$ cat src/rtl/sabt_pkg.sv
package sabt_pkg;

    // Configuration register indexes
    localparam int CFG_INDEX_W = 3;
    localparam int CFG_DATA_W  = 16;

    localparam logic [CFG_INDEX_W-1:0] REG_FAST_SPEED     = 3'd0;
    localparam logic [CFG_INDEX_W-1:0] REG_FAST_RATE      = 3'd1;
    localparam logic [CFG_INDEX_W-1:0] REG_SLOW_SPEED     = 3'd2;
    localparam logic [CFG_INDEX_W-1:0] REG_SLOW_RATE      = 3'd3;
    localparam logic [CFG_INDEX_W-1:0] REG_TURN_MIN_ANGLE = 3'd4;
    localparam logic [CFG_INDEX_W-1:0] REG_TURN_SLOPE     = 3'd5;
    localparam logic [CFG_INDEX_W-1:0] REG_TURN_HOLDOFF   = 3'd6;

    // Register reset values
    localparam logic [11:0] FAST_SPEED_RST     = 12'd1440;
    localparam logic [15:0] FAST_RATE_RST      = 16'd60;
    localparam logic [11:0] SLOW_SPEED_RST     = 12'd80;
    localparam logic [15:0] SLOW_RATE_RST      = 16'd1200;
    localparam logic [7:0]  TURN_MIN_ANGLE_RST = 8'd28;
    localparam logic [15:0] TURN_SLOPE_RST     = 16'd255;
    localparam logic [15:0] TURN_HOLDOFF_RST   = 16'd5;

    // Arithmetic constants
    localparam logic [11:0] MS_PER_SEC  = 12'd1000;
    localparam logic [12:0] COURSE_HALF = 13'd2880;
    localparam logic [14:0] COURSE_FULL = 15'd5760;

    // ms to whole seconds: floor(x / 1000) = ((x >> 3) * ceil(2^36 / 125)) >> 36,
    // exact for every 32-bit x
    localparam logic [29:0] SEC_RECIP = 30'd549755814;

    // Divider
    localparam int DIV_STEP_W = 6;
    localparam logic [DIV_STEP_W-1:0] DIV_STEPS_INTERVAL = 6'd28;

    typedef struct packed {
        logic        func;
        logic [31:0] now_ms;
        logic [11:0] speed;
        logic [12:0] course;
    } req_t;

    typedef struct packed {
        logic        send_beacon;
        logic [22:0] seconds_since_last;
    } rsp_t;

    // Controller to datapath
    typedef struct packed {
        logic item_load;
        logic prep_load;
        logic div_start;
        logic elapsed_load;
        logic finish;
    } cmd_t;

    // Datapath to controller
    typedef struct packed {
        logic div_busy;
        logic skip;
        logic no_div;
    } sts_t;

endpackage

$ cat src/rtl/sabt_if.sv
// Request channel
interface sabt_req_if import sabt_pkg::*; ();
    logic valid;
    logic ready;
    req_t data;

    modport source (output valid, output data, input ready);
    modport sink (input valid, input data, output ready);
endinterface

// Result channel
interface sabt_rsp_if import sabt_pkg::*; ();
    logic valid;
    logic ready;
    rsp_t data;

    modport source (output valid, output data, input ready);
    modport sink (input valid, input data, output ready);
endinterface

$ cat src/rtl/sabt_div.sv
module sabt_div import sabt_pkg::*; (
    input  logic                  clk,
    input  logic                  rst_n,
    input  logic                  start,
    input  logic [31:0]           dividend,
    input  logic [11:0]           divisor,
    input  logic [DIV_STEP_W-1:0] steps,
    output logic                  busy,
    output logic [31:0]           quotient
);

    logic [11:0]           rem_reg, rem_next;
    logic [31:0]           quo_reg, quo_next;
    logic [11:0]           dsr_reg, dsr_next;
    logic [DIV_STEP_W-1:0] cnt_reg, cnt_next;
    logic                  busy_reg, busy_next;

    logic [12:0] shifted;
    logic [12:0] diff;
    logic        ge;

    // One restoring step per cycle
    always_comb
    begin
        shifted = {rem_reg, quo_reg[31]};
        diff    = shifted - {1'b0, dsr_reg};
        ge      = shifted >= {1'b0, dsr_reg};

        rem_next  = rem_reg;
        quo_next  = quo_reg;
        dsr_next  = dsr_reg;
        cnt_next  = cnt_reg;
        busy_next = busy_reg;

        if (start)
        begin
            rem_next  = '0;
            quo_next  = dividend;
            dsr_next  = divisor;
            cnt_next  = steps;
            busy_next = 1'b1;
        end
        else if (busy_reg)
        begin
            rem_next  = ge ? diff[11:0] : shifted[11:0];
            quo_next  = {quo_reg[30:0], ge};
            cnt_next  = cnt_reg - 1'b1;
            busy_next = (cnt_reg != 6'd1);
        end
    end

    always_ff @(posedge clk or negedge rst_n)
    begin
        if (!rst_n)
        begin
            cnt_reg  <= '0;
            busy_reg <= 1'b0;
        end
        else
        begin
            cnt_reg  <= cnt_next;
            busy_reg <= busy_next;
        end
    end

    always_ff @(posedge clk)
    begin
        rem_reg <= rem_next;
        quo_reg <= quo_next;
        dsr_reg <= dsr_next;
    end

    assign busy     = busy_reg;
    assign quotient = quo_reg;

endmodule

$ cat src/rtl/sabt_datapath.sv
module sabt_datapath import sabt_pkg::*; (
    input  logic                   clk,
    input  logic                   rst_n,
    input  logic                   cfg_we,
    input  logic [CFG_INDEX_W-1:0] cfg_index,
    input  logic [CFG_DATA_W-1:0]  cfg_data,
    input  req_t                   item,
    input  cmd_t                   cmd,
    output sts_t                   sts,
    output rsp_t                   result
);

    // Configuration
    logic [11:0] fast_speed_reg;
    logic [15:0] fast_rate_reg;
    logic [11:0] slow_speed_reg;
    logic [15:0] slow_rate_reg;
    logic [7:0]  turn_min_angle_reg;
    logic [15:0] turn_slope_reg;
    logic [15:0] turn_holdoff_reg;

    // Beacon state
    logic        first_fix_reg, first_fix_next;
    logic [12:0] last_course_reg, last_course_next;
    logic [31:0] last_beacon_reg, last_beacon_next;
    logic [31:0] last_turn_reg, last_turn_next;

    // Item and intermediate values
    req_t        item_reg;
    logic        low_reg, high_reg;
    logic [11:0] dspd_reg;
    logic [11:0] den_reg;
    logic        rneg_reg;
    logic [15:0] rmag_reg;
    logic        kneg_reg;
    logic [11:0] kp1_reg;
    logic [28:0] eb_reg;
    logic [58:0] sec_prod_reg;
    logic [27:0] prod_i_reg;
    logic [23:0] turn_prod_reg;
    logic [25:0] hold_ms_reg;
    logic [22:0] elapsed_reg;
    rsp_t        result_reg;

    logic [31:0] diff_b, diff_t;
    logic [12:0] dabs;
    logic [14:0] dfold, k;
    logic        div_busy;
    logic [31:0] div_quo;
    logic [15:0] interval;
    logic        interval_hit, turn_hit;
    logic        send;

    // Configuration writes
    always_ff @(posedge clk or negedge rst_n)
    begin
        if (!rst_n)
        begin
            fast_speed_reg     <= FAST_SPEED_RST;
            fast_rate_reg      <= FAST_RATE_RST;
            slow_speed_reg     <= SLOW_SPEED_RST;
            slow_rate_reg      <= SLOW_RATE_RST;
            turn_min_angle_reg <= TURN_MIN_ANGLE_RST;
            turn_slope_reg     <= TURN_SLOPE_RST;
            turn_holdoff_reg   <= TURN_HOLDOFF_RST;
        end
        else if (cfg_we)
        begin
            case (cfg_index)
                REG_FAST_SPEED:     fast_speed_reg     <= cfg_data[11:0];
                REG_FAST_RATE:      fast_rate_reg      <= cfg_data;
                REG_SLOW_SPEED:     slow_speed_reg     <= cfg_data[11:0];
                REG_SLOW_RATE:      slow_rate_reg      <= cfg_data;
                REG_TURN_MIN_ANGLE: turn_min_angle_reg <= cfg_data[7:0];
                REG_TURN_SLOPE:     turn_slope_reg     <= cfg_data;
                REG_TURN_HOLDOFF:   turn_holdoff_reg   <= cfg_data;
                default: ;
            endcase
        end
    end

    // Elapsed times since last beacon and last turn beacon, mod 2^32
    assign diff_b = item_reg.now_ms - last_beacon_reg;
    assign diff_t = item_reg.now_ms - last_turn_reg;

    // Folded course change minus the fixed part of the threshold
    always_comb
    begin
        dabs  = (item_reg.course >= last_course_reg) ? item_reg.course - last_course_reg
                                                     : last_course_reg - item_reg.course;
        dfold = (dabs > COURSE_HALF) ? COURSE_FULL - {2'b00, dabs} : {2'b00, dabs};
        k     = dfold - {3'b000, turn_min_angle_reg, 4'b0000};
    end

    // Item capture and per-item preparation
    always_ff @(posedge clk)
    begin
        if (cmd.item_load)
            item_reg <= item;
        if (cmd.prep_load)
        begin
            low_reg  <= item_reg.speed <= slow_speed_reg;
            high_reg <= item_reg.speed >= fast_speed_reg;
            dspd_reg <= item_reg.speed - slow_speed_reg;
            den_reg  <= fast_speed_reg - slow_speed_reg;
            rneg_reg <= slow_rate_reg < fast_rate_reg;
            rmag_reg <= (slow_rate_reg >= fast_rate_reg) ? slow_rate_reg - fast_rate_reg
                                                         : fast_rate_reg - slow_rate_reg;
            kneg_reg <= k[14];
            kp1_reg  <= k[11:0] + 12'd1;
            eb_reg   <= diff_b[31:3];
        end
        if (cmd.elapsed_load)
            elapsed_reg <= sec_prod_reg[58:36];
        if (cmd.finish)
            result_reg <= '{send_beacon: send, seconds_since_last: elapsed_reg};
    end

    // Products, one register after each multiplier
    always_ff @(posedge clk)
    begin
        sec_prod_reg  <= eb_reg * SEC_RECIP;
        prod_i_reg    <= dspd_reg * rmag_reg;
        turn_prod_reg <= kp1_reg * item_reg.speed;
        hold_ms_reg   <= turn_holdoff_reg * MS_PER_SEC[9:0];
    end

    // Iterative divider for the interpolation quotient
    sabt_div u_div (
        .clk      (clk),
        .rst_n    (rst_n),
        .start    (cmd.div_start),
        .dividend ({prod_i_reg, 4'b0000}),
        .divisor  (den_reg),
        .steps    (DIV_STEPS_INTERVAL),
        .busy     (div_busy),
        .quotient (div_quo)
    );

    // Beacon decision
    always_comb
    begin
        if (low_reg)
            interval = slow_rate_reg;
        else if (high_reg)
            interval = fast_rate_reg;
        else if (rneg_reg)
            interval = slow_rate_reg + div_quo[15:0];
        else
            interval = slow_rate_reg - div_quo[15:0];

        interval_hit = elapsed_reg >= {7'd0, interval};
        turn_hit     = !low_reg && !kneg_reg
                       && (turn_prod_reg > {turn_slope_reg, 8'h00})
                       && (diff_t >= {6'd0, hold_ms_reg});

        send             = 1'b0;
        first_fix_next   = first_fix_reg;
        last_course_next = last_course_reg;
        last_beacon_next = last_beacon_reg;
        last_turn_next   = last_turn_reg;

        if (item_reg.func)
        begin
            first_fix_next   = 1'b0;
            last_beacon_next = item_reg.now_ms;
        end
        else if (first_fix_reg)
        begin
            send             = 1'b1;
            first_fix_next   = 1'b0;
            last_course_next = item_reg.course;
            last_beacon_next = item_reg.now_ms;
            last_turn_next   = item_reg.now_ms;
        end
        else if (interval_hit)
        begin
            send             = 1'b1;
            last_course_next = item_reg.course;
            last_beacon_next = item_reg.now_ms;
        end
        else if (turn_hit)
        begin
            send             = 1'b1;
            last_course_next = item_reg.course;
            last_beacon_next = item_reg.now_ms;
            last_turn_next   = item_reg.now_ms;
        end
    end

    // Beacon state update
    always_ff @(posedge clk or negedge rst_n)
    begin
        if (!rst_n)
        begin
            first_fix_reg   <= 1'b1;
            last_course_reg <= '0;
            last_beacon_reg <= '0;
            last_turn_reg   <= '0;
        end
        else if (cmd.finish)
        begin
            first_fix_reg   <= first_fix_next;
            last_course_reg <= last_course_next;
            last_beacon_reg <= last_beacon_next;
            last_turn_reg   <= last_turn_next;
        end
    end

    assign sts.div_busy = div_busy;
    assign sts.skip     = item_reg.func | first_fix_reg;
    assign sts.no_div   = low_reg | high_reg;
    assign result       = result_reg;

endmodule

$ cat src/rtl/sabt_ctrl.sv
module sabt_ctrl import sabt_pkg::*; (
    input  logic clk,
    input  logic rst_n,
    input  logic req_valid,
    output logic req_ready,
    output logic rsp_valid,
    input  logic rsp_ready,
    input  sts_t sts,
    output cmd_t cmd
);

    localparam logic [2:0] S_IDLE   = 3'd0;
    localparam logic [2:0] S_START  = 3'd1;
    localparam logic [2:0] S_MUL    = 3'd2;
    localparam logic [2:0] S_ISTART = 3'd3;
    localparam logic [2:0] S_IWAIT  = 3'd4;
    localparam logic [2:0] S_FIN    = 3'd5;

    logic [2:0] state_reg, state_next;
    logic       rsp_valid_reg, rsp_valid_next;
    logic       out_free;

    assign out_free = !rsp_valid_reg || rsp_ready;

    // Sequencer
    always_comb
    begin
        state_next = state_reg;
        cmd        = '0;
        req_ready  = 1'b0;

        case (state_reg)
            S_IDLE:
            begin
                req_ready = 1'b1;
                if (req_valid)
                begin
                    cmd.item_load = 1'b1;
                    state_next    = S_START;
                end
            end
            S_START:
            begin
                cmd.prep_load = 1'b1;
                state_next    = S_MUL;
            end
            // Products settle
            S_MUL:
                state_next = S_ISTART;
            S_ISTART:
            begin
                cmd.elapsed_load = 1'b1;
                if (sts.skip || sts.no_div)
                    state_next = S_FIN;
                else
                begin
                    cmd.div_start = 1'b1;
                    state_next    = S_IWAIT;
                end
            end
            S_IWAIT:
            begin
                if (!sts.div_busy)
                    state_next = S_FIN;
            end
            S_FIN:
            begin
                if (out_free)
                begin
                    cmd.finish = 1'b1;
                    state_next = S_IDLE;
                end
            end
            default:
                state_next = S_IDLE;
        endcase
    end

    // Result valid
    always_comb
    begin
        rsp_valid_next = rsp_valid_reg;
        if (cmd.finish)
            rsp_valid_next = 1'b1;
        else if (rsp_ready)
            rsp_valid_next = 1'b0;
    end

    always_ff @(posedge clk or negedge rst_n)
    begin
        if (!rst_n)
        begin
            state_reg     <= S_IDLE;
            rsp_valid_reg <= 1'b0;
        end
        else
        begin
            state_reg     <= state_next;
            rsp_valid_reg <= rsp_valid_next;
        end
    end

    assign rsp_valid = rsp_valid_reg;

endmodule

$ cat src/rtl/speed_adaptive_beacon_timer_top.sv
// Restarts, first fixes and speeds outside the interpolation band skip the divider;
// an interpolated interval also waits for the one-bit-per-cycle divider
// (28 steps for the interpolation quotient). A new request is taken only after the
// previous one has finished; seconds come from a reciprocal multiply.
// A result still held by the receiver stalls the next one in its last cycle.
// Reset (async, active low) loads the default register values and arms first fix.
module speed_adaptive_beacon_timer_top import sabt_pkg::*; (
    input  logic                   clk,
    input  logic                   rst_n,
    input  logic                   cfg_we,
    input  logic [CFG_INDEX_W-1:0] cfg_index,
    input  logic [CFG_DATA_W-1:0]  cfg_data,
    sabt_req_if.sink               req,
    sabt_rsp_if.source             rsp
);

    cmd_t cmd;
    sts_t sts;
    logic req_ready;
    logic rsp_valid;

    sabt_ctrl u_ctrl (
        .clk       (clk),
        .rst_n     (rst_n),
        .req_valid (req.valid),
        .req_ready (req_ready),
        .rsp_valid (rsp_valid),
        .rsp_ready (rsp.ready),
        .sts       (sts),
        .cmd       (cmd)
    );

    sabt_datapath u_dp (
        .clk       (clk),
        .rst_n     (rst_n),
        .cfg_we    (cfg_we),
        .cfg_index (cfg_index),
        .cfg_data  (cfg_data),
        .item      (req.data),
        .cmd       (cmd),
        .sts       (sts),
        .result    (rsp.data)
    );

    assign req.ready = req_ready;
    assign rsp.valid = rsp_valid;

endmodule
$ cat src/flat_wrapper.sv
// flat-port wrapper written by rule: the top's interface ports become plain ports
module speed_adaptive_beacon_timer_top_flat import sabt_pkg::*;
  (clk, rst_n, cfg_we, cfg_index, cfg_data, req_valid, req_data, req_ready, rsp_valid, rsp_data, rsp_ready);
  sabt_req_if req_i ();
  sabt_rsp_if rsp_i ();
  input  logic clk;
  input  logic rst_n;
  input  logic cfg_we;
  input  logic [CFG_INDEX_W-1:0] cfg_index;
  input  logic [CFG_DATA_W-1:0] cfg_data;
  input wire logic [$bits(req_i.valid)-1:0] req_valid;
  input wire logic [$bits(req_i.data)-1:0] req_data;
  output wire logic [$bits(req_i.ready)-1:0] req_ready;
  output wire logic [$bits(rsp_i.valid)-1:0] rsp_valid;
  output wire logic [$bits(rsp_i.data)-1:0] rsp_data;
  input wire logic [$bits(rsp_i.ready)-1:0] rsp_ready;
  assign req_i.valid = req_valid;
  assign req_i.data = req_data;
  assign req_ready = req_i.ready;
  assign rsp_valid = rsp_i.valid;
  assign rsp_data = rsp_i.data;
  assign rsp_i.ready = rsp_ready;
  speed_adaptive_beacon_timer_top u_core (.clk(clk), .rst_n(rst_n), .cfg_we(cfg_we), .cfg_index(cfg_index), .cfg_data(cfg_data), .req(req_i), .rsp(rsp_i));
endmodule
$ cat config.mk
export PLATFORM = sky130hd
export DESIGN_NAME = speed_adaptive_beacon_timer_top_flat
export DESIGN_NICKNAME = d
export VERILOG_FILES = /design/src/rtl/sabt_pkg.sv /design/src/rtl/sabt_if.sv /design/src/rtl/sabt_div.sv /design/src/rtl/sabt_datapath.sv /design/src/rtl/sabt_ctrl.sv /design/src/rtl/speed_adaptive_beacon_timer_top.sv /design/src/flat_wrapper.sv
export SDC_FILE = /design/constraint.sdc
export NUM_CORES = 2
export LEC_CHECK = 0
export ABC_CLOCK_PERIOD_IN_PS = 17300
export BUFFER_PORTS_ARGS = -buffer_cell sky130_fd_sc_hd__buf_2
export CORE_ASPECT_RATIO = 1.1
export CORE_UTILIZATION = 30
export DETAILED_ROUTE_END_ITERATION = 12
export GPL_TIMING_DRIVEN = 0
export HOLD_SLACK_MARGIN = 0.05
export PLACE_DENSITY = 0.44
export SETUP_SLACK_MARGIN = 0.15
export SLEW_MARGIN = 20
export SYNTH_ARGS = -nofsm -noshare
export SYNTH_HDL_FRONTEND = slang
export SYNTH_SLANG_ARGS = --single-unit
$ cat constraint.sdc
create_clock -name clk -period 17.3 [get_ports clk]
set_input_delay 1.73 -clock clk [delete_from_list [all_inputs] [get_ports clk]]
set_output_delay 1.73 -clock clk [all_outputs]
set_load 0.03 [all_outputs]
After elaboration in Yosys (flattened, before gate mapping)
Index checks and enable logic that the tools add are counted.
Widths: inputs -> output; s select.
{"block": "word_totals", "reg_bits": 564, "in_bits": 82, "wordCells": 153}
{"block": "op_classes", "n_addsub": 15, "mul": 4, "order_cmp": 10, "eq_ne": 16, "n_mux": 40, "n_bitwise": 3, "reduce_logical": 26}
{"operator": "$mux 32", "n": 8}
{"operator": "$mux 16", "n": 4}
{"operator": "$sub 32x32->32", "n": 2}
{"operator": "$mul 29x29->58 const B", "n": 1}
{"operator": "$mux 13", "n": 4}
{"operator": "$sub 16x16->16", "n": 3}
{"operator": "$sub 12x12->12", "n": 3}
{"operator": "$ge 32x26->1", "n": 1}
{"operator": "$mul 12x16->28", "n": 1}
{"operator": "$sub 13x13->13", "n": 2}
{"operator": "$gt 24x24->1", "n": 1}
{"operator": "$mul 12x12->24", "n": 1}
{"operator": "$ge 23x16->1", "n": 1}
{"operator": "$mul 16x7->23 const B", "n": 1}
{"operator": "$pmux 3 s6", "n": 1}
{"operator": "$add 16x16->16", "n": 1}
{"operator": "$ge 16x16->1", "n": 1}
{"operator": "$lt 16x16->1", "n": 1}
{"operator": "$reduce_and 2->1", "n": 8}
{"operator": "$eq 3x3->1 const B", "n": 5}
{"operator": "$mux 1", "n": 15}
{"operator": "$mux 15", "n": 1}
{"operator": "$sub 15x12->15", "n": 1}
{"operator": "$sub 13x13->14 const A", "n": 1}
{"operator": "other kinds (26)", "n": 46}

Longest topological paths before layout
{"block": "logic_depth", "word_depth": 8, "depth_mapped": 29, "mapped_depth_nobuf": 26}

Modules after synthesis
Synthesis repeated with hierarchy kept, for this count alone.
{"block": "hier_totals", "cells_unflattened": 5273, "hier_area_um2": 53759.1}
{"module": "sabt_datapath", "n_inst": 1, "cells_each": 4975, "area_per_inst_um2": 50239.4, "seq_area_each_um2": 12056.6}
{"module": "sabt_div", "n_inst": 1, "cells_each": 273, "area_per_inst_um2": 3286.9, "seq_area_each_um2": 1736.7}
{"module": "sabt_ctrl", "n_inst": 1, "cells_each": 25, "area_per_inst_um2": 232.7, "seq_area_each_um2": 100.1}

Worst setup path before layout
No wires, ideal clock.
{"block": "synth_path", "path_kind": "register to register", "start": "reg u_core.u_dp.eb_reg[20]", "end": "reg u_core.u_dp.sec_prod_reg[55]", "setup_time_ps": 126, "arrival_time_ps": 7182, "t_required_ps": 17174, "setup_slack_ps": 9992, "stages_incl_launch_ff": 27, "period_less_slack_ps": 7308, "path_cell_list": "edfxtp_1 -> ha_1 -> fa_1 -> fa_1 -> inv_1 -> fa_1 -> inv_1 -> fa_1 -> inv_1 -> fa_1 -> inv_1 -> fa_1 -> inv_1 -> fa_1 -> inv_1 -> ha_1 -> and3_1 -> and4_1 -> a221oi_1 -> o31ai_1 -> a41o_1 -> o2111a_1 -> o41a_1 -> a41o_1 -> nor2_1 -> o211ai_1 -> xor2_1"}
{"block": "synth_between", "elab_chain_cells": 1}
{"item": "start, declared", "line": "sabt_datapath.sv:37", "source": "logic [28:0] eb_reg;"}
{"item": "start signal, assigned", "line": "sabt_datapath.sv:111", "source": "eb_reg <= diff_b[31:3];"}
{"item": "$mul 29x29->58", "line": "sabt_datapath.sv:122", "source": "sec_prod_reg <= eb_reg * SEC_RECIP;"}
{"item": "end signal, assigned", "line": "sabt_datapath.sv:122"}
{"item": "end, declared", "line": "sabt_datapath.sv:38", "source": "logic [58:0] sec_prod_reg;"}
No other way between the ends.
A chain may end at the register's enable or synchronous reset.

Worst setup path after layout
{"block": "layout_path", "start": "reg u_core.u_dp.eb_reg[17]", "end": "reg u_core.u_dp.sec_prod_reg[56]"}
Same word-level chain as after synthesis.

==> results.cfg <==
[sta]
rsz0062_at_grt = false
clock_skew_ns = 0.0470
fin_crit_sh_pct = 48.9
fmax_ghz = 0.118
final-hold-violation-count = 0
tightest_slew_ns = 1.14
slew-limit-headroom_pct = 23.1
slew_viol_final = 0
setup_viol = 0
fin_crit_ns = 8.45
setup_tns_ns = 0

[yosys]
syn_area_um2 = 55900
syn_avg_cell_area_um2 = 9.64
ys_warn_count = 0
async_flop_share_pct = 35.0
ys.flop_type = edfxtp_1
synthTopCellsByArea = fa_1 20%, ha_1 18%, edfxtp_1 12%
synth.largest_area_cell = fa_1
yosysSeqAreaShare_pct = 24.8
synth_edf_count = 230
synth_cell_types = 94
syn_nets = 7245
synth_seq_cells = 529
netlist_instances = 5802
synth_top_area_share_pct = 20.4

[global_routing]
grt_use_total_pct = 17.3
antenna_found_initial = 4
grt_overflow = 0
grt_max_degree = 92
grt_pass1_wl_mm = 251
grt_pass1_vias = 42727

[final_layout]
largest_reg_flops = 58
nets = 7436
syn2layout_area_growth_pct = 10.9
layout-drive-gt1-share_pct = 6.73

[placed_design]
gp_congestion = 0.848
portBuffers = 105
hpwlAfterDp_mm = 131

[critical_path]
regToRegSetupSlack_ns = 8.85
cp-endpoint = u_core.u_dp.sec_prod_reg[56]
crit_path_end_kind = register
rr_endpoint = u_core.u_dp.sec_prod_reg[56]
crit_top_cell = fa_1
critPathMaxFanout = 10
cp.depth = 24
cp-start-kind = register
path_cells = ha_1 > fa_1 > fa_1 > inv_1 > fa_1 > inv_1 > fa_1 > fa_1 > fa_1 > inv_1 > fa_1 > inv_1 > ha_1 > a21oi_1 > o21ai_0 > a2111oi_0 > o31ai_1 > a41o_1 > o2111a_1 > o41a_1 > a41o_1 > nor2_1 > o21ai_0 > xor2_1
critical_path_required_ns = 17.85
crit_buf_inv = 4
cpMaxStageDelayCell = edfxtp_1
slowest_delay_ns = 0.93
cp-startpoint = u_core.u_dp.eb_reg[17]
arrival_ns = 9.00
cp_top_family = adder cells
r2r-start = u_core.u_dp.eb_reg[17]
r2r_cells = 24
crit_type = register to register

[status]
outcome = finished, final reports clean

[cts]
clk_latency_ns = 0.70
cts_tree = done
cts_buffers = 67
cts_resized = 0
cts_hold_buffers = 0
cts_root_buf = clkbuf_16
cts_sinks = 529
cts.clk_slew.worst_paths_ns = 0.06
cts.path.max_buffers = 3
h-tree-depth = 3
postCtsSetupBuffers = 0

[drt]
wl_met3_mm = 3.84
drt_iter0_drc = 2011
wl_mm = 161
ant_nets = 0
dr.pass1.iters = 5
drcViolationCount = 0
vias = 40792
m1WireLength_mm = 72.4
wl_per_cell_um = 19.0
viasPerCell = 4.81
route.met2.wl_mm = 81.0
top_layer = met4

[floorplanning]
boundaryPins = 108
die_area_um2 = 188000
die_h_um = 455
coreArea_um2 = 185000
start_util_pct = 30.3
row_count = 165
die_w_um = 414

[worst_hold_path]
hp-class = register to register
hold_depth = 0

[run]
maxCapViolCount = 0
-- cells in the mapped netlist (10+ instances only) --
cell type and n:
a211oi_1 39, a21boi_0 18, a21o_1 111, a21oi_1 197
a221oi_1 41, a31oi_1 21, and2_1 128, and3_1 50
and4_1 11, buf_2 10, clkbuf_1 166, dfrtp_1 157
dfstp_2 28, dfxtp_1 114, edfxtp_1 230, fa_1 569
ha_1 792, inv_1 1100, mux2_2 56, mux2i_1 23
nand2_1 586, nand2b_1 38, nand3_1 107, nand4_1 23
nor2_1 207, nor2b_1 54, nor3_1 61, o2111ai_1 54
o211ai_1 47, o211ai_2 30, o21a_1 45, o21ai_0 221
o21bai_1 25, o31ai_1 12, or3_1 18, or4_1 35
xnor2_1 127, xor2_1 74
-- worst min-delay path by stage --
stage                                  from                           to  slack [ns]
6_report       u_core.u_dp.sec_prod_reg[46]  u_core.u_dp.elapsed_reg[10]        0.38
5_1_grt        u_core.u_dp.sec_prod_reg[46]  u_core.u_dp.elapsed_reg[10]        0.39
4_1_cts        u_core.u_dp.sec_prod_reg[46]  u_core.u_dp.elapsed_reg[10]        0.38
3_5_place_dp   u_core.u_dp.sec_prod_reg[39]   u_core.u_dp.elapsed_reg[3]        0.39
3_3_place_gp   u_core.u_dp.sec_prod_reg[36]   u_core.u_dp.elapsed_reg[0]        0.39
2_1_floorplan  u_core.u_dp.sec_prod_reg[36]   u_core.u_dp.elapsed_reg[0]        0.39
-- metrics by stage --
step	std cells	util [%]	instance area (um^2)	hold slack, ns	setup WS, ns
after floorplan	5802	-	55900	0.386	9.99
after global placement	8328	32.2	59500	0.387	6.37
after detailed placement	8345	32.4	59800	0.389	8.82
after CTS	8469	33.6	62000	0.385	8.80
after global routing	8471	33.6	62100	0.394	8.44
final	8472	33.6	62100	0.382	8.85
-- area by class of cell --
cell class,count,area [um^2]
fill,19197,123000
inverter,1101,4130
clock inverter,34,440
sequential,529,13900
buffer,190,776
tap,2421,3030
clock buffer,90,1840
antenna,3,7.51
multi-input combinational,3982,37200
timing repair buffer,122,753
-- cell usage in the layout, fill, tap and decap left out, types with 54 or more instances in the layout --
| cell type | synthesis | layout |
|---|---|---|
| inv_1 | 1100 | 1099 |
| ha_1 | 792 | 792 |
| nand2_1 | 586 | 586 |
| fa_1 | 569 | 569 |
| edfxtp_1 | 230 | 230 |
| o21ai_0 | 221 | 221 |
| nor2_1 | 207 | 205 |
| a21oi_1 | 197 | 197 |
| clkbuf_1 | 166 | 179 |
| dfrtp_1 | 157 | 157 |
| xnor2_1 | 127 | 127 |
| and2_1 | 128 | 127 |
| buf_2 | 10 | 115 |
| dfxtp_1 | 114 | 114 |
| a21o_1 | 111 | 111 |
| nand3_1 | 107 | 107 |
| xor2_1 | 74 | 74 |
| clkbuf_16 | 0 | 67 |
| nor3_1 | 61 | 60 |
| mux2_2 | 56 | 56 |
| nor2b_1 | 54 | 54 |
| o2111ai_1 | 54 | 54 |
-- logic make-up (layout without fill, tap and decap cells) --
logic type / Yosys count / in the layout / synth area share (%)
and+or+nand+nor: 1368 / 1368 / 11.7
muxes: 81 / 81 / 1.59
buffers and inverters: 1291 / 1537 / 8.76
adders and majority gates: 1361 / 1361 / 38.1
xor gates and xnor gates: 201 / 201 / 3.15
AOI/OAI and AO/OA: 971 / 971 / 12.0
DFF: 529 / 529 / 24.8
other: 0 / 3 / 0
-- per-layer routing --
metal | vias to the layer above | track usage [%]
li1 | 19702 | -
met1 | 20339 | 22.3
met2 | 590 | 31.0
met3 | 161 | 1.56
met4 | 0 | 4.20
met5 | - | 0
Power is not shown: default switching activity piles up to over one toggle a cycle in this logic, so the estimate is an artifact.
